$ cat src/rtl/bfa_pkg.sv
package bfa_pkg;

	// Map geometry.
	localparam int MAP_UNITS = 131072;
	localparam int WORD_BITS = 64;
	localparam int NUM_WORDS = (MAP_UNITS + WORD_BITS - 1) / WORD_BITS;

	localparam int ADDR_W = $clog2(NUM_WORDS);
	localparam int CNT_W  = $clog2(NUM_WORDS + 1);
	localparam int BIT_W  = $clog2(WORD_BITS);
	localparam int UNIT_W = $clog2(NUM_WORDS * WORD_BITS + 1);

	// Stream payload widths.
	localparam int FOUND_W   = 17;
	localparam int CMP_W     = (UNIT_W > FOUND_W) ? UNIT_W : FOUND_W;
	localparam int TDATA_W   = ((FOUND_W + 7) / 8) * 8;
	localparam int TUSER_W   = 2;

	typedef enum logic [1:0] {
		ACT_CLEAR = 2'd0,
		ACT_FIND  = 2'd1,
		ACT_MARK  = 2'd2,
		ACT_ALLOC = 2'd3
	} action_t;

	typedef enum logic [1:0] {
		ST_OK    = 2'd0,
		ST_FULL  = 2'd1,
		ST_RANGE = 2'd2
	} status_t;

	// Commands from the controller to the datapath.
	typedef struct packed {
		logic load_in;
		logic sweep_init;
		logic clr_step;
		logic scan_step;
		logic scan_commit;
		logic mark_rd;
		logic mark_wr;
		logic res_ok;
		logic res_full;
		logic res_range;
		logic out_load;
	} dp_cmd_t;

	// Status from the datapath to the controller.
	typedef struct packed {
		action_t act;
		logic    idx_ok;
		logic    sweep_last;
		logic    hit;
		logic    exhausted;
	} dp_stat_t;

endpackage

$ cat src/rtl/bfa_ctrl.sv
module bfa_ctrl (
	input  logic              clk,
	input  logic              arst_n,
	input  logic              s_tvalid,
	output logic              s_tready,
	output logic              m_tvalid,
	input  logic              m_tready,
	input  bfa_pkg::dp_stat_t stat,
	output bfa_pkg::dp_cmd_t  cmd
);

	typedef enum logic [6:0] {
		S_INIT    = 7'b0000001,
		S_IDLE    = 7'b0000010,
		S_DECODE  = 7'b0000100,
		S_CLR     = 7'b0001000,
		S_SCAN    = 7'b0010000,
		S_MARK_WR = 7'b0100000,
		S_DONE    = 7'b1000000
	} state_t;

	state_t state_q;
	state_t state_d;
	logic   out_valid_q;

	assign s_tready = (state_q == S_IDLE);
	assign m_tvalid = out_valid_q;

	always_comb begin
		state_d = state_q;
		cmd     = '0;
		unique case (state_q)
			S_INIT: begin
				cmd.clr_step = 1'b1;
				if (stat.sweep_last) begin
					state_d = S_IDLE;
				end
			end
			S_IDLE: begin
				if (s_tvalid) begin
					cmd.load_in = 1'b1;
					state_d     = S_DECODE;
				end
			end
			S_DECODE: begin
				unique case (stat.act)
					bfa_pkg::ACT_CLEAR: begin
						cmd.sweep_init = 1'b1;
						state_d        = S_CLR;
					end
					bfa_pkg::ACT_FIND, bfa_pkg::ACT_ALLOC: begin
						cmd.sweep_init = 1'b1;
						state_d        = S_SCAN;
					end
					bfa_pkg::ACT_MARK: begin
						if (stat.idx_ok) begin
							cmd.mark_rd = 1'b1;
							state_d     = S_MARK_WR;
						end else begin
							cmd.res_range = 1'b1;
							state_d       = S_DONE;
						end
					end
					default: begin
						state_d = S_IDLE;
					end
				endcase
			end
			S_CLR: begin
				cmd.clr_step = 1'b1;
				if (stat.sweep_last) begin
					cmd.res_ok = 1'b1;
					state_d    = S_DONE;
				end
			end
			S_SCAN: begin
				if (stat.hit) begin
					cmd.scan_commit = 1'b1;
					state_d         = S_DONE;
				end else if (stat.exhausted) begin
					cmd.res_full = 1'b1;
					state_d      = S_DONE;
				end else begin
					cmd.scan_step = 1'b1;
				end
			end
			S_MARK_WR: begin
				cmd.mark_wr = 1'b1;
				cmd.res_ok  = 1'b1;
				state_d     = S_DONE;
			end
			S_DONE: begin
				if (!out_valid_q || m_tready) begin
					cmd.out_load = 1'b1;
					state_d      = S_IDLE;
				end
			end
			default: begin
				state_d = S_IDLE;
			end
		endcase
	end

	always_ff @(posedge clk or negedge arst_n) begin
		if (!arst_n) begin
			state_q     <= S_INIT;
			out_valid_q <= 1'b0;
		end else begin
			state_q <= state_d;
			if (cmd.out_load) begin
				out_valid_q <= 1'b1;
			end else if (m_tready) begin
				out_valid_q <= 1'b0;
			end
		end
	end

endmodule

$ cat config.mk
export PLATFORM = sky130hd
export DESIGN_NAME = bfa_ctrl
export DESIGN_NICKNAME = d
export VERILOG_FILES = /design/src/rtl/bfa_pkg.sv /design/src/rtl/bfa_ctrl.sv
export SDC_FILE = /design/constraint.sdc
export NUM_CORES = 1
export LEC_CHECK = 0
export BUFFER_PORTS_ARGS = -buffer_cell sky130_fd_sc_hd__clkbuf_2
export CAP_MARGIN = 20
export CELL_PAD_IN_SITES_DETAIL_PLACEMENT = 0
export CELL_PAD_IN_SITES_GLOBAL_PLACEMENT = 2
export CORE_AREA = 3 3 41 71
export DETAILED_ROUTE_END_ITERATION = 16
export DIE_AREA = 0 0 44 74
export PLACE_DENSITY = 0.77
export SETUP_SLACK_MARGIN = 0.05
export SLEW_MARGIN = 20
export SYNTH_ARGS = -nofsm -noshare
export SYNTH_HDL_FRONTEND = slang
export SYNTH_SLANG_ARGS = --single-unit
$ cat constraint.sdc
create_clock -name clk -period 4.5 [get_ports clk]
set_input_delay 0.225 -clock clk [delete_from_list [all_inputs] [get_ports clk]]
set_output_delay 0.225 -clock clk [all_outputs]
set_load 0.01 [all_outputs]
==> impl_metrics.tcl <==
set metrics [dict create \
    outcome "finished, final reports clean" \
    synthAdderAreaFrac_pct 0 \
    die_h_um 74 \
    p_comb_share_pct 43.0 \
    cts.clk_slew.worst_paths_ns 0.05 \
    fin_nets 115 \
    hold_depth 2 \
    synth_area_leaders "dfrtp_1 (25%), nor2_1 (5.4%), nor3_1 (5.1%)" \
    synth-seq-cells 8 \
    ys_seq_area_share_pct 29.2 \
    reg2reg_setup_slack_ns 2.72 \
    clockPowerShare_pct 23.6 \
    startpoint_type "flip-flop" \
    antenna_found_initial 0 \
    critPathRequiredTime_ns 4.28 \
    final_area_um2 842 \
    gr-total-overflow 0 \
    p_leak_nw 0.400 \
    dpl-instance-area_um2 787 \
    clockRootBuffer "clkbuf_8" \
    setup_viol 0 \
    fp.dieArea_um2 3260 \
    cts_buffers 3 \
    synthesis.nets 95 \
    clk_latency_ns 0.23 \
    die_w_um 44 \
    timing.final.crit_share_pct 48.2 \
    rsz0062_at_grt "no" \
    cts_sinks 8 \
    ir_drop_v 0.000188 \
    syn_area_um2 691 \
    clock_path_buffers 2 \
    drt_iter0_markers 16 \
    synth-compound-area-share_pct 15.9 \
    post-dp-hpwl_um 1400 \
    finalPower_uw 397 \
    cts.hold.buffers_added 1 \
    fillers 266 \
    wl_per_cell_um 14.1 \
    post_cts_buffers 0 \
    fin_worst_skew_ns 0.00503 \
    ys.warnings.count 0 \
    drtPass1Iterations 5 \
    grt_max_degree 17 \
    globalRouteTotalUtil_pct 12.4 \
    rr_worst_depth 4 \
    n_antenna_cell 0 \
    synth_top_area_share_pct 25.4 \
    fin_crit_ns 2.17 \
    vias 671 \
    cp_max_fo 9 \
    io_pins 23 \
    synth-async-reset-ratio_pct 100 \
    viasPerCell 5.16 \
    setup-tns-final_ns 0 \
    slew_headroom_pct 66.4 \
    power_frac_seq_pct 33.4 \
    ys.flop_type "dfrtp_1" \
    min_to "state_q[2]" \
    powerDensity_nw_per_um2 472 \
    drt-total-wl_um 1830 \
    intPower_uw 223 \
    ant_nets 0 \
    hold_viol 0 \
    synth_area_leader_cell "dfrtp_1" \
    post_synth_xor_area_fraction_pct 3.80 \
    synthMuxAreaShare_pct 1.45 \
    path_class "flip-flop to output pin" \
    syn_area_per_cell_um2 8.13 \
    synth-simple-area-share_pct 40.8 \
    critPathArrivalTime_ns 1.94 \
    switching_share_pct 43.9 \
    cts_resized 0 \
    synth_top_family_by_area "simple AND/OR/NAND/NOR gates" \
    synth_edf_count 0 \
    maxCapViolCount 0 \
    grt_pass1_wl_um 3080 \
    multi_input_area_um2 428 \
    routabilityCongestion 0.792 \
    drive_above_1_share_pct 31.7 \
    seqCellArea_um2 201 \
    hold_class "input port to flip-flop" \
    p_switching_uw 175 \
    cts_tree "yes" \
    start_util_pct 28.0 \
    netlist-cell-type-count 35 \
    syn2layout_area_growth_pct 21.9 \
    worst_r2r_startpoint "state_q[6]" \
    finalMaxSlewViolations 0 \
    fmax_ghz 0.461 \
    drc 0 \
    endpoint_kind "output pin" \
    rows 24 \
    cts_htree_levels 1 \
    portBuffers 22 \
    min_from "s_tvalid" \
    regToRegEndpoint "state_q[6]" \
    grt_pass1_vias 632 \
    coreArea_um2 2460 \
    synthCells 85 \
    worst_pin_slew_ns 0.504 \
]
layout by cell type, fill, tap and decap left out, types with 2 or more instances in the layout:
master    instances
clkbuf_2         22
nor2_1           10
nor3_1            7
dfrtp_1           7
o21ai_0           5
inv_1             4
nand2_1           4
o211ai_1          4
nor4b_1           4
nand3_1           3
nor4_1            3
clkbuf_8          3
nand2b_1          2
nor3b_1           2
and3_2            2
and2_1            2
xor2_1            2
critical path: stages, from the launching register on:
cell and delay, ns:
dfrtp_1 0.49, or4_4 0.61, nor3_4 0.22, and3b_2 0.25, clkbuf_2 0.14
logic make-up (layout without fill, tap and decap cells):
| kind of cell | after synthesis | after routing |
|---|---|---|
| AOI/OAI and AO/OA | 15 | 15 |
| buffers and inverters | 12 | 31 |
| DFF | 8 | 8 |
| xor gates and xnor gates | 3 | 3 |
| and+or+nand+nor | 46 | 46 |
| muxes | 1 | 1 |
cell type report:
| type | instances | area share, % |
|---|---|---|
| Timing Repair Buffer | 23 | 14.3 |
| Multi-Input combinational cell | 65 | 50.8 |
| Sequential cell | 8 | 23.9 |
| Clock buffer | 4 | 5.35 |
| Tap cell | 26 | 3.86 |
| Inverter | 4 | 1.78 |
power groups by stage:
stage                     clock network (mW)  logic [mW]  registers [mW]
after floorplan                            0       0.160          0.0967
after global placement                     0       0.173           0.133
after detailed placement                   0       0.172           0.132
after CTS                             0.0960       0.174           0.132
after global routing                   0.100       0.194           0.137
final                                 0.0937       0.171           0.133
worst max path at each step:
| stage | slack, ns | depth (start not counted) | start | end |
|---|---|---|---|---|
| after floorplan | 2.77 | 4 | state_q[3] | cmd[10] |
| after global placement | 2.59 | 4 | state_q[6] | cmd[1] |
| after detailed placement | 2.57 | 4 | state_q[6] | cmd[1] |
| after CTS | 2.32 | 4 | state_q[6] | cmd[1] |
| after global routing | 2.07 | 4 | state_q[3] | cmd[7] |
| final | 2.33 | 4 | state_q[6] | cmd[1] |
sequential cells by signal, indices dropped and copies added (netlist names):
| name | count |
|---|---|
| m_tvalid | 1 |
| state_q | 7 |
through the flow:
stage / setup WS [ns] / util, % / cells / hold WS [ns]
global placement: 2.59 / 32.0 / 125 / 0.0910
global route: 2.07 / 34.2 / 130 / 0.243
CTS: 2.32 / 34.2 / 130 / 0.228
detailed placement: 2.57 / 32.0 / 125 / 0.0936
floorplan: 2.77 / - / 85 / -0.0706
finish: 2.33 / 34.2 / 130 / 0.228
cells in the mapped netlist (all sizes together), types with 2 or more instances:
cell type  instances
nor3b              2
and3               2
nand3              3
nor3               8
inv                4
and2               2
o21ai              5
nand2b             2
nor2              10
dfrtp              7
nand2              4
buf                4
o211ai             4
clkbuf             4
xor2               2
nor4b              4
nor4               3
layer usage:
metal	global-route usage, %	routed length (µm)	vias up
li1	-	-	343
met1	16.0	818	306
met2	20.3	897	20
met3	2.42	104	2
met4	4.03	12	0
met5	0	0	-
Power figures use the tool's default switching activity.
